===== config.mk =====
export PLATFORM = sky130hd
export DESIGN_NAME = multichannel_line_splitter
export DESIGN_NICKNAME = d
export VERILOG_FILES = /design/src/mls_pkg.sv /design/src/mls_line_ram.sv /design/src/mls_framer.sv /design/src/multichannel_line_splitter.sv
export SDC_FILE = /design/constraint.sdc
export NUM_CORES = 1
export LEC_CHECK = 0
export BUFFER_PORTS_ARGS = -buffer_cell sky130_fd_sc_hd__buf_2
export CAP_MARGIN = 20
export CORE_AREA = 5 5 383 385
export DETAILED_ROUTE_END_ITERATION = 10
export DIE_AREA = 0 0 388 390
export PLACE_DENSITY = 0.52
export SYNTH_ARGS = -nofsm -noshare
export SYNTH_HDL_FRONTEND = slang
export SYNTH_SLANG_ARGS = --single-unit

===== constraint.sdc =====
create_clock -name clock -period 4.4 [get_ports clock]
set_input_delay 1.32 -clock clock [delete_from_list [all_inputs] [get_ports clock]]
set_output_delay 1.32 -clock clock [all_outputs]
set_load 0.01 [all_outputs]

===== src/mls_pkg.sv =====
package mls_pkg;

   localparam int CHANNELS = 2;
   localparam int LINE_MAX = 64;

   localparam int STORE_DEPTH = CHANNELS * LINE_MAX;
   localparam int ADDR_W = (STORE_DEPTH > 1) ? $clog2(STORE_DEPTH) : 1;

   // Field widths are fixed by the interface.
   localparam int CH_W = 1;
   localparam int BYTE_W = 8;
   localparam int IDX_W = 6;
   localparam int LEN_W = 7;

   localparam logic [BYTE_W-1:0] CHAR_CR = 8'd13;
   localparam logic [BYTE_W-1:0] CHAR_LF = 8'd10;

   typedef struct packed {
      logic [CH_W-1:0]   channel;
      logic [BYTE_W-1:0] data_byte;
   } req_type;

   typedef struct packed {
      logic [CH_W-1:0]   out_channel;
      logic [BYTE_W-1:0] line_byte;
      logic [IDX_W-1:0]  byte_index;
      logic [LEN_W-1:0]  line_total;
      logic              last_byte;
   } rsp_type;

   typedef struct packed {
      logic              wr_en;
      logic              rd_en;
      logic [ADDR_W-1:0] addr;
      logic [BYTE_W-1:0] wdata;
   } ram_ctrl_type;

   typedef enum logic [2:0] {
      ST_IDLE = 3'b001,
      ST_READ = 3'b010,
      ST_SHOW = 3'b100
   } state_type;

endpackage


===== src/mls_line_ram.sv =====
module mls_line_ram #(
   parameter int DEPTH  = 128,
   parameter int WIDTH  = 8,
   parameter int ADDR_W = 7
) (
   input  logic              clock,
   input  logic              wr_en,
   input  logic              rd_en,
   input  logic [ADDR_W-1:0] addr,
   input  logic [WIDTH-1:0]  wdata,
   output logic [WIDTH-1:0]  rdata
);

   logic [WIDTH-1:0] mem [DEPTH];
   logic [WIDTH-1:0] rdata_ff;

   always_ff @(posedge clock) begin
      if (wr_en) begin
         mem[addr] <= wdata;
      end
      if (rd_en) begin
         rdata_ff <= mem[addr];
      end
   end

   assign rdata = rdata_ff;

endmodule


===== src/mls_framer.sv =====
module mls_framer (
   input  logic                  clock,
   input  logic                  reset,
   input  logic                  req_valid,
   output logic                  req_stall,
   input  mls_pkg::req_type      req_payload,
   output mls_pkg::ram_ctrl_type ram_ctrl,
   input  logic [7:0]            ram_rdata,
   output logic                  rsp_valid,
   input  logic                  rsp_stall,
   output mls_pkg::rsp_type      rsp_payload
);

   import mls_pkg::*;

   state_type         state_ff, state_in;
   logic [CH_W-1:0]   emit_ch_ff, emit_ch_in;
   logic [LEN_W-1:0]  emit_len_ff, emit_len_in;
   logic [IDX_W-1:0]  emit_idx_ff, emit_idx_in;
   logic [LEN_W-1:0]  count_ff [CHANNELS];
   logic [LEN_W-1:0]  count_in [CHANNELS];
   logic              collect_ff [CHANNELS];
   logic              collect_in [CHANNELS];
   logic              rsp_valid_ff, rsp_valid_in;
   rsp_type           rsp_data_ff, rsp_data_in;

   logic              accept;
   logic              ch_ok;
   logic              is_eol;
   logic [LEN_W-1:0]  cur_count;
   logic              cur_collect;
   logic [ADDR_W-1:0] wr_addr;
   logic [ADDR_W-1:0] rd_addr;
   logic              load;
   logic              last;

   assign req_stall = (state_ff != ST_IDLE);
   assign accept    = req_valid && (state_ff == ST_IDLE);
   assign ch_ok     = (int'(req_payload.channel) < CHANNELS);
   assign is_eol    = (req_payload.data_byte == CHAR_CR) || (req_payload.data_byte == CHAR_LF);
   assign cur_count   = ch_ok ? count_ff[req_payload.channel] : '0;
   assign cur_collect = ch_ok ? collect_ff[req_payload.channel] : 1'b0;

   assign wr_addr = ADDR_W'(int'(req_payload.channel) * LINE_MAX + int'(cur_count));
   assign rd_addr = ADDR_W'(int'(emit_ch_ff) * LINE_MAX + int'(emit_idx_ff));

   // The output register takes a byte when it is empty or being drained.
   assign load = (state_ff == ST_SHOW) && (!rsp_valid_ff || !rsp_stall);
   assign last = ({1'b0, emit_idx_ff} + LEN_W'(1)) == emit_len_ff;

   always_comb begin
      state_in    = state_ff;
      emit_ch_in  = emit_ch_ff;
      emit_len_in = emit_len_ff;
      emit_idx_in = emit_idx_ff;
      count_in    = count_ff;
      collect_in  = collect_ff;
      ram_ctrl.wr_en = 1'b0;
      ram_ctrl.rd_en = 1'b0;
      ram_ctrl.addr  = rd_addr;
      ram_ctrl.wdata = req_payload.data_byte;

      case (state_ff)
         ST_IDLE: begin
            if (accept && ch_ok) begin
               if (is_eol) begin
                  if (cur_collect && (cur_count != '0)) begin
                     emit_ch_in  = req_payload.channel;
                     emit_len_in = cur_count;
                     emit_idx_in = '0;
                     state_in    = ST_READ;
                  end
                  count_in[req_payload.channel]   = '0;
                  collect_in[req_payload.channel] = 1'b1;
               end else if (cur_collect) begin
                  if (int'(cur_count) >= LINE_MAX) begin
                     // A full line is dropped and the channel waits for a line end.
                     count_in[req_payload.channel]   = '0;
                     collect_in[req_payload.channel] = 1'b0;
                  end else begin
                     ram_ctrl.wr_en = 1'b1;
                     ram_ctrl.addr  = wr_addr;
                     count_in[req_payload.channel] = cur_count + LEN_W'(1);
                  end
               end
            end
         end
         ST_READ: begin
            ram_ctrl.rd_en = 1'b1;
            state_in       = ST_SHOW;
         end
         ST_SHOW: begin
            if (load) begin
               emit_idx_in = emit_idx_ff + IDX_W'(1);
               state_in    = last ? ST_IDLE : ST_READ;
            end
         end
         default: begin
            state_in = ST_IDLE;
         end
      endcase
   end

   always_comb begin
      rsp_valid_in = rsp_valid_ff && rsp_stall;
      rsp_data_in  = rsp_data_ff;
      if (load) begin
         rsp_valid_in            = 1'b1;
         rsp_data_in.out_channel = emit_ch_ff;
         rsp_data_in.line_byte   = ram_rdata;
         rsp_data_in.byte_index  = emit_idx_ff;
         rsp_data_in.line_total  = emit_len_ff;
         rsp_data_in.last_byte   = last;
      end
   end

   always_ff @(posedge clock) begin
      if (reset) begin
         state_ff     <= ST_IDLE;
         rsp_valid_ff <= 1'b0;
         for (int i = 0; i < CHANNELS; i++) begin
            count_ff[i]   <= '0;
            collect_ff[i] <= 1'b1;
         end
      end else begin
         state_ff     <= state_in;
         rsp_valid_ff <= rsp_valid_in;
         count_ff     <= count_in;
         collect_ff   <= collect_in;
      end
      emit_ch_ff  <= emit_ch_in;
      emit_len_ff <= emit_len_in;
      emit_idx_ff <= emit_idx_in;
      rsp_data_ff <= rsp_data_in;
   end

   assign rsp_valid   = rsp_valid_ff;
   assign rsp_payload = rsp_data_ff;

endmodule


===== src/multichannel_line_splitter.sv =====
// Ordinary bytes are taken one per cycle while no line is being emitted and, on a collecting
// channel with room, written straight into the line memory. A line end with a stored line
// stalls requests while the line is emitted: each byte is read from the memory in ST_READ and
// then loaded into the output register in ST_SHOW, which waits while the output is stalled.
// Reset empties every channel and sets it collecting; the line memory is not cleared.
module multichannel_line_splitter (
   input  logic             clock,
   input  logic             reset,
   input  logic             req_valid,
   output logic             req_stall,
   input  mls_pkg::req_type req_payload,
   output logic             rsp_valid,
   input  logic             rsp_stall,
   output mls_pkg::rsp_type rsp_payload
);

   import mls_pkg::*;

   ram_ctrl_type      ram_ctrl;
   logic [BYTE_W-1:0] ram_rdata;

   mls_framer u_framer (
      .clock       (clock),
      .reset       (reset),
      .req_valid   (req_valid),
      .req_stall   (req_stall),
      .req_payload (req_payload),
      .ram_ctrl    (ram_ctrl),
      .ram_rdata   (ram_rdata),
      .rsp_valid   (rsp_valid),
      .rsp_stall   (rsp_stall),
      .rsp_payload (rsp_payload)
   );

   mls_line_ram #(
      .DEPTH  (STORE_DEPTH),
      .WIDTH  (BYTE_W),
      .ADDR_W (ADDR_W)
   ) u_line_ram (
      .clock (clock),
      .wr_en (ram_ctrl.wr_en),
      .rd_en (ram_ctrl.rd_en),
      .addr  (ram_ctrl.addr),
      .wdata (ram_ctrl.wdata),
      .rdata (ram_rdata)
   );

endmodule


=== Word-level counts from Yosys, hierarchy flattened ===
Memory sizes are Yosys's and may differ from the RTL's. A register that Yosys moved wholly into a read port is not among the register bits.
Cells that the tools add are included.

* Bits of input ports: 13
* Word-level logic and storage cells: 100
* RAM bits: 1,024
* Register bits after elaboration: 57
* Memories: 1
* Output and inout port bits: 25

{| class="wikitable"
|+ Memory list
! name !! depth !! bits a word !! rd ports !! clocked after Yosys merged registers in !! write ports !! RTL line !! text
|-
| u_line_ram.mem || 128 || 8 || 1 || 1 || 1 || mls_line_ram.sv:14 || <nowiki>logic [WIDTH-1:0] mem [DEPTH];</nowiki>
|}

* Equality and inequality tests: 11
* Magnitude comparators: 3
* Multiplexer cells: 42
* Reductions and logical operators: 18
* Add/subtract/negate cells: 5
* Bitwise gates (word level): 6

{| class="wikitable"
|+ Operator list
! cell !! number
|-
| $mux 7 || 9
|-
| $mux 14 || 3
|-
| $mux 6 || 4
|-
| $eq 8x4->1 const B || 2
|-
| $and 14x14->14 || 1
|-
| $bwmux 14 || 1
|-
| $not 14->14 || 1
|-
| $mux 1 || 13
|-
| $mux 3 || 4
|-
| $pmux 6 s2 || 1
|-
| $reduce_and 4->1 || 3
|-
| $pmux 3 s3 || 1
|-
| $mux 2 || 4
|-
| $add 6x1->7 const B || 1
|-
| $add 7x1->7 const B || 1
|-
| $add 7x6->7 || 1
|-
| $add 7x7->7 || 1
|-
| $demux 7 s1 || 1
|-
| $eq 7x7->1 || 1
|-
| $ge 7x7->1 const B || 1
|-
| $reduce_bool 7->1 || 1
|-
| $add 6x1->6 const B || 1
|-
| $ne 2x1->1 const B || 3
|-
| $reduce_bool 2->1 || 3
|-
| other kinds (17) || 23
|}

=== Logic depth before layout (Yosys ltp) ===
* Word-level depth: 12
* Gate-level depth with buffers: 15

=== By module ===
A second synthesis with hierarchy kept.

* Cells, all modules: 2,707
* Area total of the unflattened synthesis: 43,255.2 µm²

{| class="wikitable"
|+ By module, submodules not included
! module !! seq. area each (µm²) !! cells an instance !! instances !! area an instance (µm²)
|-
| mls_line_ram || 30,989.7 || 2,475 || 1 || 40,513.9
|-
| mls_framer || 1,511.4 || 232 || 1 || 2,741.4
|}

=== Worst setup path after synthesis ===
OpenSTA, ideal clock, no wires.

* Path type: in2reg
* From: in req_payload[8] in the netlist's numbering
* To: mem u_line_ram.mem[95][0], enable pin
* Data arrival time: 4.039 ns
* Stages: 11
* Path buffers: 5
* Path slack: -0.022 ns
* Path through: buf_6 -> mux2i_4 -> nand4b_1 -> nor3_1 -> a21o_1 -> buf_2 -> clkbuf_1 -> buf_2 -> buf_2 -> nand4_1 -> nor3_1

* Cells in the longest elaborated chain, start to end: 12
* Elaborated cells between the ends (all ways): 21

{| class="wikitable"
|+ RTL lines
! item !! RTL line !! text
|-
| start: declaration || multichannel_line_splitter.sv:11 || <nowiki>input mls_pkg::req_type req_payload,</nowiki>
|-
| $not 1->2 (not written as such) || mls_framer.sv:41, mls_framer.sv:42 ||
|-
| $mux 7 (not written as such) (3 in a row) || mls_framer.sv:41 || <nowiki>assign cur_count = ch_ok ? count_ff[req_payload.channel] : '0;</nowiki>
|-
| $ge 7x7->1 || mls_framer.sv:76 || <nowiki>if (int'(cur_count) >= LINE_MAX) begin</nowiki>
|-
| $mux 1 || mls_framer.sv:76 ||
|-
| $mux 1 || mls_framer.sv:75 || <nowiki>end else if (cur_collect) begin</nowiki>
|-
| $mux 1 || mls_framer.sv:66 || <nowiki>if (is_eol) begin</nowiki>
|-
| $mux 1 || mls_framer.sv:65 || <nowiki>if (accept && ch_ok) begin</nowiki>
|-
| $mux 1 || mls_framer.sv:63 || <nowiki>case (state_ff)</nowiki>
|-
| $mux 1 || mls_line_ram.sv:18 || <nowiki>if (wr_en) begin</nowiki>
|-
| $mux 1 (not written as such) || mls_line_ram.sv:19 || <nowiki>mem[addr] <= wdata;</nowiki>
|-
| end: declaration || mls_line_ram.sv:14 ||
|}

Parallel ways exist; a longest one is shown, timed or not. The select of a mux whose other input is x is not followed.

=== Worst setup path after layout ===
* From: in req_payload[5] in the netlist's numbering
* To: reg u_line_ram.rdata_ff[2], in the netlist u_line_ram.rdata[2] (read register of u_line_ram.mem), data pin

* Cells in the longest elaborated chain, start to end: 5
* Elaborated cells between the ends (all ways): 6

{| class="wikitable"
|+ RTL lines
! item !! RTL line !! text
|-
| $eq 8x4->1 || mls_framer.sv:40 || <nowiki>assign is_eol = (req_payload.data_byte == CHAR_CR) || (req_payload.data_byte == CHAR_LF);</nowiki>
|-
| $logic_or 1x1->1 * || mls_framer.sv:40 ||
|-
| $mux 7 * || mls_framer.sv:66 ||
|-
| $mux 7 * || mls_framer.sv:65 ||
|-
| $mux 7 * || mls_framer.sv:63 ||
|-
| end: declaration || mls_line_ram.sv:15 || <nowiki>logic [WIDTH-1:0] rdata_ff;</nowiki>
|}

Every way passes the cells marked *; elsewhere a longest branch is shown, timed or not.
A chain may end at the register's enable or synchronous reset.

==> qor.yml <==
global_routing:
  antenna_found_initial: 4
  grt_remaining_overflow: 0
  grt_pass1_wl_mm: 171
  groute.usage.overall_pct: 15.3
  first_global_vias: 23900
  grt_max_degree: 87
synth:
  yosys.area_share.simple_pct: 4.02
  synth.avg_cell_area_um2: 17.1
  synth_seq_area_share_pct: 76.6
  synth.top_cell.area_share_pct: 75.7
  synth_area_um2: 42400
  async_flop_share_pct: 0
  synth_area_leader_cell: "edfxtp_1"
  ys_seq_elements: 1089
  yosys-top-cells-count: "edfxtp_1 (1069), mux2i_1 (510), o22ai_1 (251)"
  ys.flop_type: "edfxtp_1"
  synth_top_family_by_area: "multiplexers"
  synth.area.mux_share_pct: 12.2
  synth-compound-area-share_pct: 5.11
  synth_nets: 2491
  synth_xor_area_share_pct: 0.227
  synth_warnings: 0
  synth_edf_count: 1069
  synth_adder_area_share_pct: 0.0885
  synth_most_common_cell: "edfxtp_1"
  postSynthCellCount: 2475
  synth.area.top_cells: "edfxtp_1 (76%), mux2i_1 (12%), o22ai_1 (3.7%)"
  synth_cell_type_count: 55
final_layout:
  nNetsFinal: 2949
  fin_area_um2: 52600
  antenna_cells: 0
  drive_gt1_share_pct: 23.9
  area_growth_syn_to_layout_pct: 24.0
timing:
  period_needed_ns: 4.34
  skew_ns: 0.0415
  tns_ns: 0
  max_freq_mhz: 231
  rsz0062_at_grt: "true"
  whs_ns: 0.456
  worst_pin_slew_ns: 1.10
  hold_viol: 0
  relSlewSlack_pct: 26.8
  slew_violations: 0
  fin_ws_ns: 0.0628
  fin_crit_sh_pct: 98.6
  setup_viol: 0
setup_path:
  slowest_delay_ns: 0.45
  worst_setup_path_start_kind: "input pin"
  path_max_fanout: 19
  arrival_ns: 4.77
  end_kind: "register"
  cp.required_ns: 4.84
  crit_type: "input pin to register"
  crit_chain: "buf_6 > nor4_4 > buf_4 > o211a_4 > nor3_4 > a21o_4 > buf_12 > buf_12 > buf_12 > mux2i_1 > o22ai_1 > nor4_1 > buf_4 > a21oi_1 > buf_4 > or4_1"
  slowest_stage: "or4_1"
power:
  ir_worst_vdd_mv: 0.298
  power_w: 0.0218
  power.leakage_nw: 18.5
  power.density_nw_per_um2: 414
cts:
  clkLatencyLatePin_ns: 0.71
  cts_max_level: 3
  cts_tree: "done"
  cts.clk_slew.worst_paths_ns: 0.06
  cts_buffers: 113
  clockRootBuffer: "clkbuf_16"
  clkSinkCount: 1089
  clockBufferDepth: 3
  hold_buffers: 0
routing:
  route.detailed.drc: 0
  ant_nets: 0
  via_count: 24100
  drt_wl_total_mm: 120
  drt_first_pass_iters: 5
  viasPerCell: 4.88
  post_drt_wl_per_cell_um: 24.3
  drt_iter0_drc: 2165
floorplanning:
  start_util_pct: 29.7
  num_io_pins: 38
  die_area_um2: 151000
  die_h_um: 390
  coreArea_um2: 143000
  rows: 139
  die_x_um: 388
placed_design:
  placed_area_um2: 48500
  gp_congestion: 0.789
  dp_hpwl_mm: 79.0
  pre_cts_ws_ns: -1.31
  portBuffers: 37
run_status:
  status: "finished, final reports clean"
hold_path:
  hp-class: "register to register"
job:
  maxCapViolCount: 0
## final cells by class
cell class | count | area [um^2]
fill | 13200 | 90200
sequential | 1089 | 32500
multi-input combinational | 1228 | 9660
timing repair buffer | 487 | 4470
clock buffer | 141 | 2970
tap | 1903 | 2380
clock inverter | 69 | 583
inverter | 14 | 52.6
## stage by stage
stage	cells	utilization, %
floorplan	2475	-
global placement	4712	34.0
detailed placement	4712	34.0
CTS	4931	36.6
global route	4931	36.9
finish	4931	36.9
## metal layers
layer	global-route usage (%)	wire [um]
met5	0	0
met4	4.08	3000
met3	2.46	6220
met1	21.6	54600
met2	24.7	55900
## layout by cell type, fill, tap and decap left out, types with 37 or more instances in the layout
| cell type | count |
|---|---|
| a21oi_1 | 50 |
| buf_12 | 59 |
| buf_4 | 389 |
| clkbuf_16 | 115 |
| clkinv_1 | 37 |
| edfxtp_1 | 1069 |
| mux2i_1 | 493 |
| nand2_1 | 44 |
| nor2_1 | 155 |
| nor4_1 | 46 |
| o22ai_1 | 242 |
## logic make-up after synthesis
family | after synthesis
and+or+nand+nor | 349
DFF | 1089
AOI/OAI and AO/OA | 350
xor gates and xnor gates | 11
muxes | 514
buffers and inverters | 159
adders and majority gates | 3
## flip-flops by register name (all words and copies together) (netlist names), named ones only
register and count:
u_line_ram.rdata 8, u_framer.emit_idx_ff 6, u_framer.count_ff 14, u_framer.emit_ch_ff 1, u_line_ram.mem 1024, u_framer.state_ff 3
u_framer.rsp_valid 1, u_framer.emit_len_ff 7, u_framer.rsp_payload 23
## path summary, 6_finish.rpt
check | depth (start not counted) | end | startpoint | slack (ns)
setup / recovery | 16 | u_line_ram.rdata[2] | req_payload[5] | 0.06
hold / removal | 0 | u_framer.rsp_payload[16] | u_line_ram.rdata[2] | 0.46
setup reg to reg | 14 | u_line_ram.rdata[2] | u_framer.state_ff[0] | 0.52
hold reg to reg | 0 | u_framer.rsp_payload[16] | u_line_ram.rdata[2] | 0.46
## worst max-delay path, delay by kind of cell
| kind | cells | cell delay (ns) |
|---|---|---|
| AOI/OAI and AO/OA | 4 | 0.75 |
| buffers and inverters | 7 | 1.16 |
| muxes | 1 | 0.26 |
| and+or+nand+nor | 4 | 1.22 |
## power breakdown
part	leakage (nW)	internal, W	total, W	switching (W)
clock	1.74	0.00529	0.00923	0.00393
combinational	6.97	0.000452	0.00114	0.000683
sequential	9.77	0.0114	0.0114	0.00000414
## timing repair
action	in CTS	in global routing
resized for setup	16	59
buffers inserted	8	1
hold endpoints to repair	0	0
pin swaps	5	15
gates cloned	1	1
setup endpoints to repair	97	8
(Power assumes the default switching activity.)
